$ cat src/hdl/bpar_pkg.sv
// shared types and constants for the button auto-repeat block
// no dependencies; imported by bpar_lane, bpar_merge and button_press_auto_repeat
package bpar_pkg;

  localparam int LVL_W           = 6;   // width of the level sample
  localparam int TIME_W          = 32;  // millisecond timestamp width
  localparam int INTV_W          = 16;  // repeat interval width
  localparam int IDX_W           = 3;   // button index width
  localparam int MAX_BUTTONS     = 8;   // largest button count the index can name
  localparam int NUM_BUTTONS_DEF = 6;

  localparam logic [INTV_W-1:0] INTERVAL_RESET = 16'd750;

  // what one lane found for the current sample
  typedef struct packed {
    logic emit;  // lane has an event for this sample
    logic rep;   // event is an auto-repeat, else a plain press
  } bpar_evt_t;

endpackage

$ cat src/hdl/button_press_auto_repeat.sv
// Button auto-repeat event generator. Each input beat is one poll sample
// (button levels plus a millisecond timestamp); a release with no repeat
// during the hold gives a plain press event, and a held button gives one
// repeat event each time more than the interval has passed. The sample's
// state update happens in the cycle it is accepted, in one lane per button,
// each a 32-bit subtract and compare. Events leave one per cycle while
// out_ready is high, lowest button first, with last_of_run on the final one;
// a sample with events holds the output until its last event is taken, and
// the next sample is accepted in the cycle its last event is taken. cfg_ready
// is always high; write the interval only while no events are pending.
// depends on bpar_pkg, bpar_lane, bpar_merge
module button_press_auto_repeat #(
  parameter int NUM_BUTTONS = bpar_pkg::NUM_BUTTONS_DEF
) (
  input  logic                          clk,
  input  logic                          rst_n,
  input  logic                          cfg_valid,
  output logic                          cfg_ready,
  input  logic [bpar_pkg::INTV_W-1:0]   cfg_repeat_interval_ms,
  input  logic                          in_valid,
  output logic                          in_ready,
  input  logic [bpar_pkg::LVL_W-1:0]    in_button_levels,
  input  logic [bpar_pkg::TIME_W-1:0]   in_now_ms,
  output logic                          out_valid,
  input  logic                          out_ready,
  output logic [bpar_pkg::IDX_W-1:0]    out_button_index,
  output logic                          out_is_repeat,
  output logic                          out_last_of_run
);
  import bpar_pkg::*;

  logic [INTV_W-1:0]                interval_r;
  logic [NUM_BUTTONS-1:0]           prev_levels_r;
  logic [NUM_BUTTONS-1:0]           levels;
  bpar_evt_t [NUM_BUTTONS-1:0]      evt;
  logic                             load;

  // configuration register
  assign cfg_ready = 1'b1;

  always_ff @(posedge clk) begin
    if (!rst_n) begin
      interval_r <= INTERVAL_RESET;
    end else if (cfg_valid && cfg_ready) begin
      interval_r <= cfg_repeat_interval_ms;
    end
  end

  // buttons past the sample width read as released
  for (genvar b = 0; b < NUM_BUTTONS; b++) begin : g_lvl
    if (b < LVL_W) begin : g_in
      assign levels[b] = in_button_levels[b];
    end else begin : g_off
      assign levels[b] = 1'b0;
    end
  end

  assign load = in_valid && in_ready;

  // previous levels, all released after reset
  always_ff @(posedge clk) begin
    if (!rst_n) begin
      prev_levels_r <= '0;
    end else if (load) begin
      prev_levels_r <= levels;
    end
  end

  // one lane per button
  for (genvar b = 0; b < NUM_BUTTONS; b++) begin : g_lane
    bpar_lane u_lane (
      .clk      (clk),
      .rst_n    (rst_n),
      .load     (load),
      .cur      (levels[b]),
      .prev     (prev_levels_r[b]),
      .now_ms   (in_now_ms),
      .interval (interval_r),
      .evt      (evt[b])
    );
  end

  // event serializer
  bpar_merge #(
    .NUM_BUTTONS (NUM_BUTTONS)
  ) u_merge (
    .clk              (clk),
    .rst_n            (rst_n),
    .in_valid         (in_valid),
    .in_ready         (in_ready),
    .evt              (evt),
    .out_valid        (out_valid),
    .out_ready        (out_ready),
    .out_button_index (out_button_index),
    .out_is_repeat    (out_is_repeat),
    .out_last_of_run  (out_last_of_run)
  );

endmodule

$ cat src/hdl/bpar_lane.sv
// one button lane: edge detect, press time and repeat flag for a single button
// depends on bpar_pkg
module bpar_lane (
  input  logic                          clk,
  input  logic                          rst_n,
  input  logic                          load,
  input  logic                          cur,
  input  logic                          prev,
  input  logic [bpar_pkg::TIME_W-1:0]   now_ms,
  input  logic [bpar_pkg::INTV_W-1:0]   interval,
  output bpar_pkg::bpar_evt_t           evt
);
  import bpar_pkg::*;

  logic [TIME_W-1:0] press_time_r, press_time_nxt;
  logic              repeat_sent_r, repeat_sent_nxt;
  logic [TIME_W-1:0] elapsed;
  logic [TIME_W-1:0] interval_ext;
  logic              expired;

  // elapsed time wraps modulo 2^32
  assign interval_ext = {{(TIME_W-INTV_W){1'b0}}, interval};
  assign elapsed      = now_ms - press_time_r;
  assign expired      = elapsed > interval_ext;

  // per-button decision for this sample
  always_comb begin
    press_time_nxt  = press_time_r;
    repeat_sent_nxt = repeat_sent_r;
    evt             = '0;
    if (cur && !prev) begin
      press_time_nxt = now_ms;
    end else if (!cur && prev) begin
      evt.emit        = !repeat_sent_r;
      repeat_sent_nxt = 1'b0;
      press_time_nxt  = '0;
    end else if (cur && prev && expired) begin
      press_time_nxt  = press_time_r + interval_ext;
      repeat_sent_nxt = 1'b1;
      evt.emit        = 1'b1;
      evt.rep         = 1'b1;
    end
  end

  // state moves only when the sample beat is taken
  always_ff @(posedge clk) begin
    if (!rst_n) begin
      press_time_r  <= '0;
      repeat_sent_r <= 1'b0;
    end else if (load) begin
      press_time_r  <= press_time_nxt;
      repeat_sent_r <= repeat_sent_nxt;
    end
  end

endmodule

$ cat src/hdl/bpar_merge.sv
// merges the lane events of one sample and sends them out lowest button first
// depends on bpar_pkg
module bpar_merge #(
  parameter int NUM_BUTTONS = bpar_pkg::NUM_BUTTONS_DEF
) (
  input  logic                                  clk,
  input  logic                                  rst_n,
  input  logic                                  in_valid,
  output logic                                  in_ready,
  input  bpar_pkg::bpar_evt_t [NUM_BUTTONS-1:0] evt,
  output logic                                  out_valid,
  input  logic                                  out_ready,
  output logic [bpar_pkg::IDX_W-1:0]            out_button_index,
  output logic                                  out_is_repeat,
  output logic                                  out_last_of_run
);
  import bpar_pkg::*;

  logic [NUM_BUTTONS-1:0] pend_r, pend_nxt;
  logic [NUM_BUTTONS-1:0] rep_r, rep_nxt;
  logic [NUM_BUTTONS-1:0] low_bit;
  logic [NUM_BUTTONS-1:0] new_emit, new_rep;
  logic [IDX_W-1:0]       idx;
  logic                   single;
  logic                   load;
  logic                   take;

  // lowest pending button and whether it is the last one
  assign low_bit = pend_r & (~pend_r + 1'b1);
  assign single  = (pend_r & (pend_r - 1'b1)) == '0;

  always_comb begin
    idx = '0;
    for (int b = NUM_BUTTONS - 1; b >= 0; b--) begin
      if (pend_r[b]) idx = IDX_W'(b);
    end
  end

  always_comb begin
    for (int b = 0; b < NUM_BUTTONS; b++) begin
      new_emit[b] = evt[b].emit;
      new_rep[b]  = evt[b].rep;
    end
  end

  // a new sample is taken once the last pending beat leaves
  assign out_valid        = |pend_r;
  assign take             = out_valid && out_ready;
  assign in_ready         = !out_valid || (out_ready && single);
  assign load             = in_valid && in_ready;
  assign out_button_index = idx;
  assign out_is_repeat    = |(rep_r & low_bit);
  assign out_last_of_run  = single;

  always_comb begin
    pend_nxt = pend_r;
    rep_nxt  = rep_r;
    if (take) pend_nxt = pend_r & ~low_bit;
    if (load) begin
      pend_nxt = new_emit;
      rep_nxt  = new_rep;
    end
  end

  always_ff @(posedge clk) begin
    if (!rst_n) begin
      pend_r <= '0;
    end else begin
      pend_r <= pend_nxt;
    end
  end

  always_ff @(posedge clk) begin
    rep_r <= rep_nxt;
  end

  // checks on the event queue
  a_hold_without_beat: assert property (@(posedge clk) disable iff (!rst_n)
    (!take && !load) |=> $stable(pend_r))
    else $error("pending events changed with no beat");

  a_last_is_single: assert property (@(posedge clk) disable iff (!rst_n)
    (out_valid && out_last_of_run) |-> ($countones(pend_r) == 1))
    else $error("last_of_run with more than one pending event");

  a_ready_when_busy: assert property (@(posedge clk) disable iff (!rst_n)
    (in_ready && out_valid) |-> (out_ready && $countones(pend_r) == 1))
    else $error("new sample accepted while events remain");

  a_one_per_beat: assert property (@(posedge clk) disable iff (!rst_n)
    (take && !load) |=> ($countones(pend_r) == $countones($past(pend_r)) - 1))
    else $error("output beat did not retire exactly one event");

endmodule
$ cat config.mk
export PLATFORM = sky130hd
export DESIGN_NAME = button_press_auto_repeat
export DESIGN_NICKNAME = d
export VERILOG_FILES = /design/src/hdl/bpar_pkg.sv /design/src/hdl/button_press_auto_repeat.sv /design/src/hdl/bpar_lane.sv /design/src/hdl/bpar_merge.sv
export SDC_FILE = /design/constraint.sdc
export NUM_CORES = 1
export LEC_CHECK = 0
export BUFFER_PORTS_ARGS = -buffer_cell sky130_fd_sc_hd__buf_2
export CORE_MARGIN = 4
export CORE_UTILIZATION = 50
export DETAILED_ROUTE_END_ITERATION = 8
export GPL_ROUTABILITY_DRIVEN = 0
export PLACE_DENSITY = 0.73
export SLEW_MARGIN = 20
export SYNTH_ARGS = -nofsm -noshare
export SYNTH_HDL_FRONTEND = slang
export SYNTH_SLANG_ARGS = --single-unit
$ cat constraint.sdc
create_clock -name clk -period 10 [get_ports clk]
set_input_delay 0 -clock clk [delete_from_list [all_inputs] [get_ports clk]]
set_output_delay 0 -clock clk [all_outputs]
set_load 0.03 [all_outputs]
==> results of run 1 <==
==> metal layers <==
layer  vias to the layer above  share of wire  GRT usage
met5                         -              0          0
met2                      1693           0.43      0.515
met3                       390          0.096     0.0634
met4                         0          0.072      0.186
li1                      16100              -          -
met1                     15800           0.40      0.407
==> report_power, final <==
part	total, mW	internal (mW)	switching (mW)
clock network	1.17	0.682	0.491
registers	1.06	0.992	0.0645
logic	2.10	0.817	1.28
total	4.33	2.49	1.84
==> cell usage in the layout (no fill, tap or decap), types with 36 or more instances in the layout <==
master	Yosys	final
nand4_1	80	80
buf_4	2	58
a21o_1	119	119
ha_1	396	396
nor2_1	322	321
o21bai_1	36	36
inv_1	287	286
and3_1	37	37
xor2_1	71	71
dfxtp_1	226	226
a22oi_1	77	77
o211ai_1	54	54
o21ai_0	232	232
dlygate4sd3_1	0	61
xnor2_1	130	130
or3_1	39	39
nand2_1	395	394
a21oi_1	400	400
o31ai_1	42	42
nand3_1	116	116
nor4_1	46	45
nand2b_1	40	40
buf_2	31	65
o21a_1	58	58
a211oi_1	135	135
and2_1	40	40
a31oi_1	47	47
nor3_1	126	126
==> worst min-delay path: cells and delay by family <==
family,cells,cell delay (ns)
compound gates,1,0.09
simple gates,1,0.13
buf+inv,2,0.33
==> sequential cells by signal, indices dropped and copies added, names as in the netlist <==
name	flops
g_lane.u_lane.press_time_r	192
interval_r	16
g_lane.u_lane.repeat_sent_r	6
prev_levels_r	6
u_merge.pend_r	6
u_merge.rep_r	6
==> kinds of logic (layout without fill, tap and decap cells) <==
group	Yosys count	after routing	share of synthesized area
AO/OA/AOI/OAI	1537	1537	0.338
XOR/XNOR	201	201	0.0567
adder cells (fa/ha/maj)	408	408	0.167
buffers and inverters	480	531	0.0600
flip-flops	232	232	0.151
multiplexers	35	35	0.0114
other	1	3	0.000121
AND/OR/NAND/NOR	1373	1373	0.215
==> final cells by class <==
class | instances | area, um2
fill | 5907 | 27800
multi-input combinational | 3555 | 24500
sequential | 232 | 4700
timing repair buffer | 185 | 1390
inverter | 288 | 1090
tap | 837 | 1050
clock buffer | 44 | 907
clock inverter | 14 | 139
antenna | 2 | 5.00
==> metrics by stage <==
stage	hold WS (ns)	total power [mW]	setup WS (ns)	area, um2	cells
6_report	0.0147	4.33	3.43	33800	5157
5_1_grt	0.0350	4.59	3.05	33800	5155
4_1_cts	0.00367	4.28	3.56	33800	5155
3_5_place_dp	0.245	3.08	3.53	32100	5036
3_3_place_gp	0.237	3.05	3.82	32100	5035
2_1_floorplan	0.130	2.58	5.19	31100	4267
==> how the worst min path moves through the flow <==
stage | startpoint | endpoint | slack (ns) | cells after the start
after CTS | in_now_ms[7] | g_lane[0].u_lane.press_time_r[7]$_SDFFE_PN0P_ | 0.004 | 3
after floorplan | cfg_repeat_interval_ms[1] | interval_r[1]$_SDFFE_PN1P_ | 0.13 | 2
final | in_now_ms[23] | g_lane[0].u_lane.press_time_r[23]$_SDFFE_PN0P_ | 0.01 | 4
after global placement | cfg_repeat_interval_ms[0] | interval_r[0]$_SDFFE_PN0P_ | 0.24 | 3
after detailed placement | cfg_repeat_interval_ms[0] | interval_r[0]$_SDFFE_PN0P_ | 0.25 | 3
after global routing | in_now_ms[24] | g_lane[0].u_lane.press_time_r[24]$_SDFFE_PN0P_ | 0.04 | 4
==> impl_summary.log, run 1 <==
INFO  metric status = complete, no violations
INFO  metric starting_utilization_of_the_core_area = 0.504
INFO  metric synth_top_flop_cell = dfxtp_1
INFO  metric maxCapViolCount = 0
INFO  metric layout-drive-gt1-share = 0.0630
INFO  metric synthDominantCellAreaShare = 0.159
INFO  metric drt-wirelength-per-cell = 21.9 um
INFO  metric synth.ff_latch_count = 232
INFO  metric timing_max_transition_violations_final = 0
INFO  metric cpMaxStageDelayCell = o21ai_2
INFO  metric grt_start_max_net_pins = 75
INFO  metric cts.repair.resized = 0
INFO  metric routed-via-count = 34.0k
INFO  metric routed_via_density = 6.60
INFO  metric io_buffers = 65
INFO  metric cts.sink_count = 232
INFO  metric crit_path_max_fanout = 25
INFO  metric grtUsageTotal = 0.323
INFO  metric flow.area_growth_from_synthesis = 8.78%
INFO  metric cp_top_family = compound AO/OA/AOI/OAI gates
INFO  metric critPathKind = in2reg
INFO  metric via_count_of_the_first_global_routing_pass = 31.1k
INFO  metric clock_tree.buffer_depth = 3
INFO  metric timing_hold_violations_final = 0
INFO  metric post-cts-setup-buffers = 0
INFO  metric critPathRequiredTime = 10.50 ns
INFO  metric floorplan.core_area = 61600 um2
INFO  metric clock_tree_from_tritoncts = done
INFO  metric floorplan.io_pins = 67
INFO  metric arrival = 7.06 ns
INFO  metric floorplan.die_area = 66200 um2
INFO  metric setup_tns = 0 ns
INFO  metric ys_warn_count = 0
INFO  metric timing.rr.end = g_lane[5].u_lane.press_time_r[19]$_SDFFE_PN0P_
INFO  metric syn-instance-count = 4267
INFO  metric critical_path.endpoint_type = register
INFO  metric critical_path.startpoint = in_now_ms[1]
INFO  metric root_cell_of_the_clock_tree = clkbuf_16
INFO  metric tightestPinTransition = 1.08 ns
INFO  metric maxSlewHeadroom = 0.277
INFO  metric num-nets-final = 4760
INFO  metric reg2reg_depth = 22
INFO  metric drt_iter0_markers = 3295
INFO  metric post_synth_main_area_contributors = ha_1 (16%), dfxtp_1 (15%), a21oi_1 (6.4%), nand2_1 (4.8%), nor2_1 (3.9%)
INFO  metric synth_top_cells_by_count = a21oi_1 (400), ha_1 (396), nand2_1 (395)
INFO  metric num_rows = 91
INFO  metric critical_path.cell_chain = dlygate4sd3_1 > buf_2 > inv_1 > fa_1 > nand2b_1 > a21o_1 > and2_1 > o21ai_0 > a21oi_1 > xnor2_1 > ha_1 > nand4_1 > nor3_1 > a21boi_0 > a2111o_1 > a2111o_1 > nor4_1 > o2111ai_1 > nand4b_1 > o21ai_2 > nand2_1 > o221a_2
INFO  metric p_leak = 13.5 nW
INFO  metric clock.fmax = 152 MHz
INFO  metric gr-total-overflow = 0
INFO  metric post_synthesis_cell_area = 31100 um2
INFO  metric post-synth-top-count-cell = a21oi_1
INFO  metric setup_viol_count_final = 0
INFO  metric syn_avg_cell_area = 7.28 um2
INFO  metric vdd_ir_max = 0.143 mV
INFO  metric die-width = 257 um
INFO  metric r2r_slack = 3.50 ns
INFO  metric crit_cells = 22
INFO  metric die_h = 257 um
INFO  metric yosysUniqueCellTypes = 106
INFO  metric final_core_util = 0.549
INFO  metric crit_path_end = g_lane[5].u_lane.press_time_r[19]$_SDFFE_PN0P_
INFO  metric cts_hold_repair.buffers = 61
INFO  metric cts_inserted_buffers = 31
INFO  metric timing.critical_path.slowest_cell_delay = 0.90 ns
INFO  metric final_antenna_net_count = 0
INFO  metric global_route_wire_length_before_repair = 174000 um
INFO  metric min_period = 6.57 ns
INFO  metric ctsHtreeMaxLevel = 1
INFO  metric finClkSkew = 0.0133 ns
INFO  metric cellPowerDensity = 128 nW/um2
INFO  metric worst_r2r_startpoint = g_lane[5].u_lane.press_time_r[1]$_SDFFE_PN0P_
INFO  metric antenna_violations_before_repair = 1
INFO  metric synth.largest_area_cell = ha_1
INFO  metric crit_path_frequent_cell = a2111o_1
INFO  metric worstSkewPairLatency = 0.60 ns
INFO  metric cts.clk_slew.worst_paths = 0.06 ns
INFO  metric post-route-drc-count = 0
INFO  metric final_critical_path_share_of_the_clock_period = 0.657
INFO  metric detail_route.first_pass.iterations = 8
INFO  metric synth-seq-area-share = 0.151
INFO  metric synth_fp_nets = 4734
INFO  metric worstPathBufferInverterCount = 3
INFO  metric postSynth.asyncResetShare = 0
INFO  metric worst_hold_path_type = in2reg
INFO  metric place_hpwl = 81200 um
INFO  metric synth_edf_count = 6
INFO  metric detail_route.wirelength = 113000 um
INFO  metric grt_setup_unrepaired = no
INFO  metric crit_path_start_kind = primary input
Note: power is estimated with default switching activity, not from simulation.
==> inputs of run 2 (changes only) <==
- clock period: 10 -> 6.1 ns (I/O delays scaled with it)
==> impl_summary.log, run 2 (synthesis gave the netlist of run 1 again) <==
INFO  metric status = complete, no violations (unchanged)
INFO  metric clock.fmax = 173 MHz
INFO  metric critPathKind = reg2reg (was in2reg)
INFO  metric maxSlewHeadroom = 0.171 (was 0.277)
INFO  metric die-width = 257 um (unchanged)
INFO  metric floorplan.io_pins = 67 (unchanged)
INFO  metric r2r_slack = 0.31 ns (was 3.50 ns)
INFO  metric vdd_ir_max = 0.235 mV (was 0.143 mV)
INFO  metric post-cts-setup-buffers = 0 (unchanged)
INFO  metric final_antenna_net_count = 0 (unchanged)
INFO  metric cts_inserted_buffers = 30 (was 31)
INFO  metric floorplan.core_area = 61600 um2 (unchanged)
INFO  metric routed-wl-met2 = 48900 um (about the same)
INFO  metric crit_path_max_fanout = 9 (was 25)
INFO  metric finClkSkew = 0.0487 ns (was 0.0133 ns)
INFO  metric internal_power = 4.22 mW (was 2.49 mW)
INFO  metric tightestPinTransition = 1.23 ns (was 1.08 ns)
INFO  metric grt_setup_unrepaired = no (unchanged)
INFO  metric p_leak = 13.6 nW (was 13.5 nW)
INFO  metric via_count_of_the_first_global_routing_pass = 31.4k (was 31.1k)
INFO  metric cp_top_family = compound AO/OA/AOI/OAI gates (unchanged)
INFO  metric layout-drive-gt1-share = 0.0650 (was 0.0630)
INFO  metric worstSkewPairLatency = 0.63 ns (was 0.60 ns)
INFO  metric cellPowerDensity = 213 nW/um2 (was 128 nW/um2)
INFO  metric cpMaxStageDelayCell = or4_1 (was o21ai_2)
INFO  metric grtUsageTotal = 0.324 (was 0.323)
INFO  metric io_buffers = 65 (unchanged)
INFO  metric flow.area_growth_from_synthesis = 9.27% (was 8.78%)
INFO  metric power_switching_share = 0.417 (was 0.425)
INFO  metric gr-total-overflow = 0 (unchanged)
INFO  metric worstPathBufferInverterCount = 1 (was 3)
INFO  metric multi_input_comb_area = 24500 um2 (about the same)
INFO  metric timing_hold_violations_final = 0 (unchanged)
INFO  metric grt_start_max_net_pins = 71 (was 75)
INFO  metric post-route-drc-count = 0 (unchanged)
INFO  metric crit_path_start_kind = register (was primary input)
INFO  metric root_cell_of_the_clock_tree = clkbuf_16 (unchanged)
INFO  metric setup_viol_count_final = 0 (unchanged)
INFO  metric ctsHtreeMaxLevel = 1 (unchanged)
INFO  metric global_route_wire_length_before_repair = 175000 um (was 174000 um)
INFO  metric timing_max_transition_violations_final = 0 (unchanged)
INFO  metric area.sequential = 4700 um2 (unchanged)
INFO  metric num-fill-cells = 5818 (was 5907)
INFO  metric cts.clk_slew.worst_paths = 0.07 ns (was 0.06 ns)
INFO  metric biggestRegsByFlops = g_lane.u_lane.press_time_r: 192 flops, interval_r: 16 flops (unchanged)
INFO  metric largest-register = g_lane.u_lane.press_time_r (unchanged)
INFO  metric most_frequent_cells_in_the_layout = a21oi_1 (400), ha_1 (396), nand2_1 (394) (unchanged)
INFO  metric clkPwrFrac = 0.284 (was 0.271)
INFO  metric clock_tree_from_tritoncts = done (unchanged)
INFO  metric drt_iter0_markers = 3685 (was 3295)
INFO  metric clock_tree.buffer_depth = 3 (unchanged)
INFO  metric detail_route.first_pass.iterations = 8 (unchanged)
INFO  metric met3RoutedLength = 10500 um (was 10900 um)
INFO  metric antenna_violations_before_repair = 3 (was 1)
INFO  metric maxCapViolCount = 0 (unchanged)
INFO  metric num-nets-final = 4767 (was 4760)
INFO  metric final_critical_path_share_of_the_clock_period = 0.949
INFO  metric die_h = 257 um (unchanged)
INFO  metric place_hpwl = 82200 um (was 81200 um)
INFO  metric routed-via-count = 34.1k (was 34.0k)
INFO  metric timing.critical_path.slowest_cell_delay = 0.47 ns (was 0.90 ns)
INFO  metric critical_path.cell_chain = inv_1 > ha_1 > nand2_1 > or4_1 > a21oi_1 > o21bai_1 > nand2_1 > xor2_1 > ha_1 > nand4_1 > nor3_1 > a21boi_0 > a2111o_1 > a2111o_1 > nor4_1 > o2111ai_1 > nand4b_1 > o21a_1 > nor2_1 > o221a_2 (was dlygate4sd3_1 > buf_2 > inv_1 > fa_1 > nand2b_1 > a21o_1 > and2_1 > o21ai_0 > a21oi_1 > xnor2_1 > ha_1 > nand4_1 > nor3_1 > a21boi_0 > a2111o_1 > a2111o_1 > nor4_1 > o2111ai_1 > nand4b_1 > o21ai_2 > nand2_1 > o221a_2)
INFO  metric critPathRequiredTime = 6.66 ns (was 10.50 ns)
INFO  metric cts.sink_count = 232 (unchanged)
INFO  metric power_frac_comb = 0.477 (was 0.485)
INFO  metric total_switching_power = 3.02 mW (was 1.84 mW)
INFO  metric detail_route.wirelength = 113000 um (about the same)
INFO  metric postLayoutSetupSlackWorst = 0.312 ns (was 3.43 ns)
INFO  metric sequential_group_share_of_total_power = 0.239 (was 0.244)
INFO  metric worst_hold_path_type = in2reg (unchanged)
INFO  metric critical_path.endpoint_type = register (unchanged)
INFO  metric num_rows = 91 (unchanged)
INFO  metric routed_via_density = 6.62 (was 6.60)
INFO  metric floorplan.die_area = 66200 um2 (unchanged)
INFO  metric routed.top_layer = met5 (was met4)
INFO  metric post-place-ws = 0.310 ns (was 3.53 ns)
INFO  metric arrival = 6.35 ns (was 7.06 ns)
INFO  metric mostFrequentLayoutCell = a21oi_1 (unchanged)
INFO  metric largest_register_ff_count = 192 (unchanged)
INFO  metric setup_tns = 0 ns (unchanged)
INFO  metric min_period = 5.79 ns
INFO  metric metal_1_wl = 45500 um (was 45000 um)
INFO  metric starting_utilization_of_the_core_area = 0.504 (unchanged)
INFO  metric drt-wirelength-per-cell = 22.0 um (was 21.9 um)
[run 2: changes by cell type in the layout (fill, tap and decap cells not counted), moves of 2 or more]
| cell | change |
|---|---|
| bufinv_16 | +5 |
| buf_12 | +2 |
| buf_4 | +5 |
| clkbuf_16 | -3 |
| clkinv_4 | +3 |
| clkinvlp_4 | -5 |
| clkbuf_1 | -4 |
[run 2: per-stage QoR]
| step | utilization | hold slack [ns] | area [um2] | power, mW | cells |
|---|---|---|---|---|---|
| 6_report | 0.551 | 0.0256 | 33900 | 7.24 | 5160 |
| 5_1_grt | 0.551 | 0.0468 | 33900 | 7.65 | 5160 |
| 4_1_cts | 0.551 | 0.0115 | 33900 | 7.14 | 5158 |
| 3_5_place_dp | 0.523 | 0.228 | 32200 | 5.06 | 5042 |
| 3_3_place_gp | 0.523 | 0.225 | 32200 | 5.01 | 5042 |
| 2_1_floorplan | - | 0.130 | 31100 | 4.22 | 4267 |
[run 2: power by group through the flow]
stage                     Clock, mW  Sequential, mW  Combinational (mW)
after floorplan                   0            1.73                2.49
after global placement            0            1.76                3.25
after detailed placement          0            1.76                3.30
after CTS                      2.06            1.73                3.36
after global routing           2.12            1.74                3.79
final                          2.06            1.73                3.45
[run 2: worst min-delay path: stages]
cell,delay (ns)
buf_2,0.31
nand2_1,0.18
a311oi_1,0.10
[run 2: path summary, 6_finish.rpt]
path / startpoint / end / cells after the start
setup / recovery: g_lane[5].u_lane.press_time_r[10]$_SDFFE_PN0P_ / g_lane[5].u_lane.press_time_r[24]$_SDFFE_PN0P_ / 20
hold / removal: in_now_ms[24] / g_lane[0].u_lane.press_time_r[24]$_SDFFE_PN0P_ / 3
setup reg to reg: g_lane[5].u_lane.press_time_r[10]$_SDFFE_PN0P_ / g_lane[5].u_lane.press_time_r[24]$_SDFFE_PN0P_ / 20
hold reg to reg: g_lane[2].u_lane.press_time_r[28]$_SDFFE_PN0P_ / g_lane[2].u_lane.press_time_r[28]$_SDFFE_PN0P_ / 2
[run 2: repair_timing]
action / CTS / global route
gates resized for setup: 0 / 2
setup endpoints to repair: 0 / 14
hold endpoints to repair: 54 / 0
hold buffers: 62 / 0
[run 2: routing by layer]
metal  vias up  GRT usage
met5         -          0
met3       435     0.0521
met4         2      0.194
li1      16100          -
met1     15900      0.415
met2      1716      0.513
[run 2: final cells by class]
cell class	instances	area share
clock buffer	37	0.0241
inverter	288	0.0320
multi-input combinational	3555	0.723
tap	837	0.0309
clock inverter	17	0.00859
timing repair buffer	193	0.0433
antenna	1	0.0000737
sequential	232	0.139
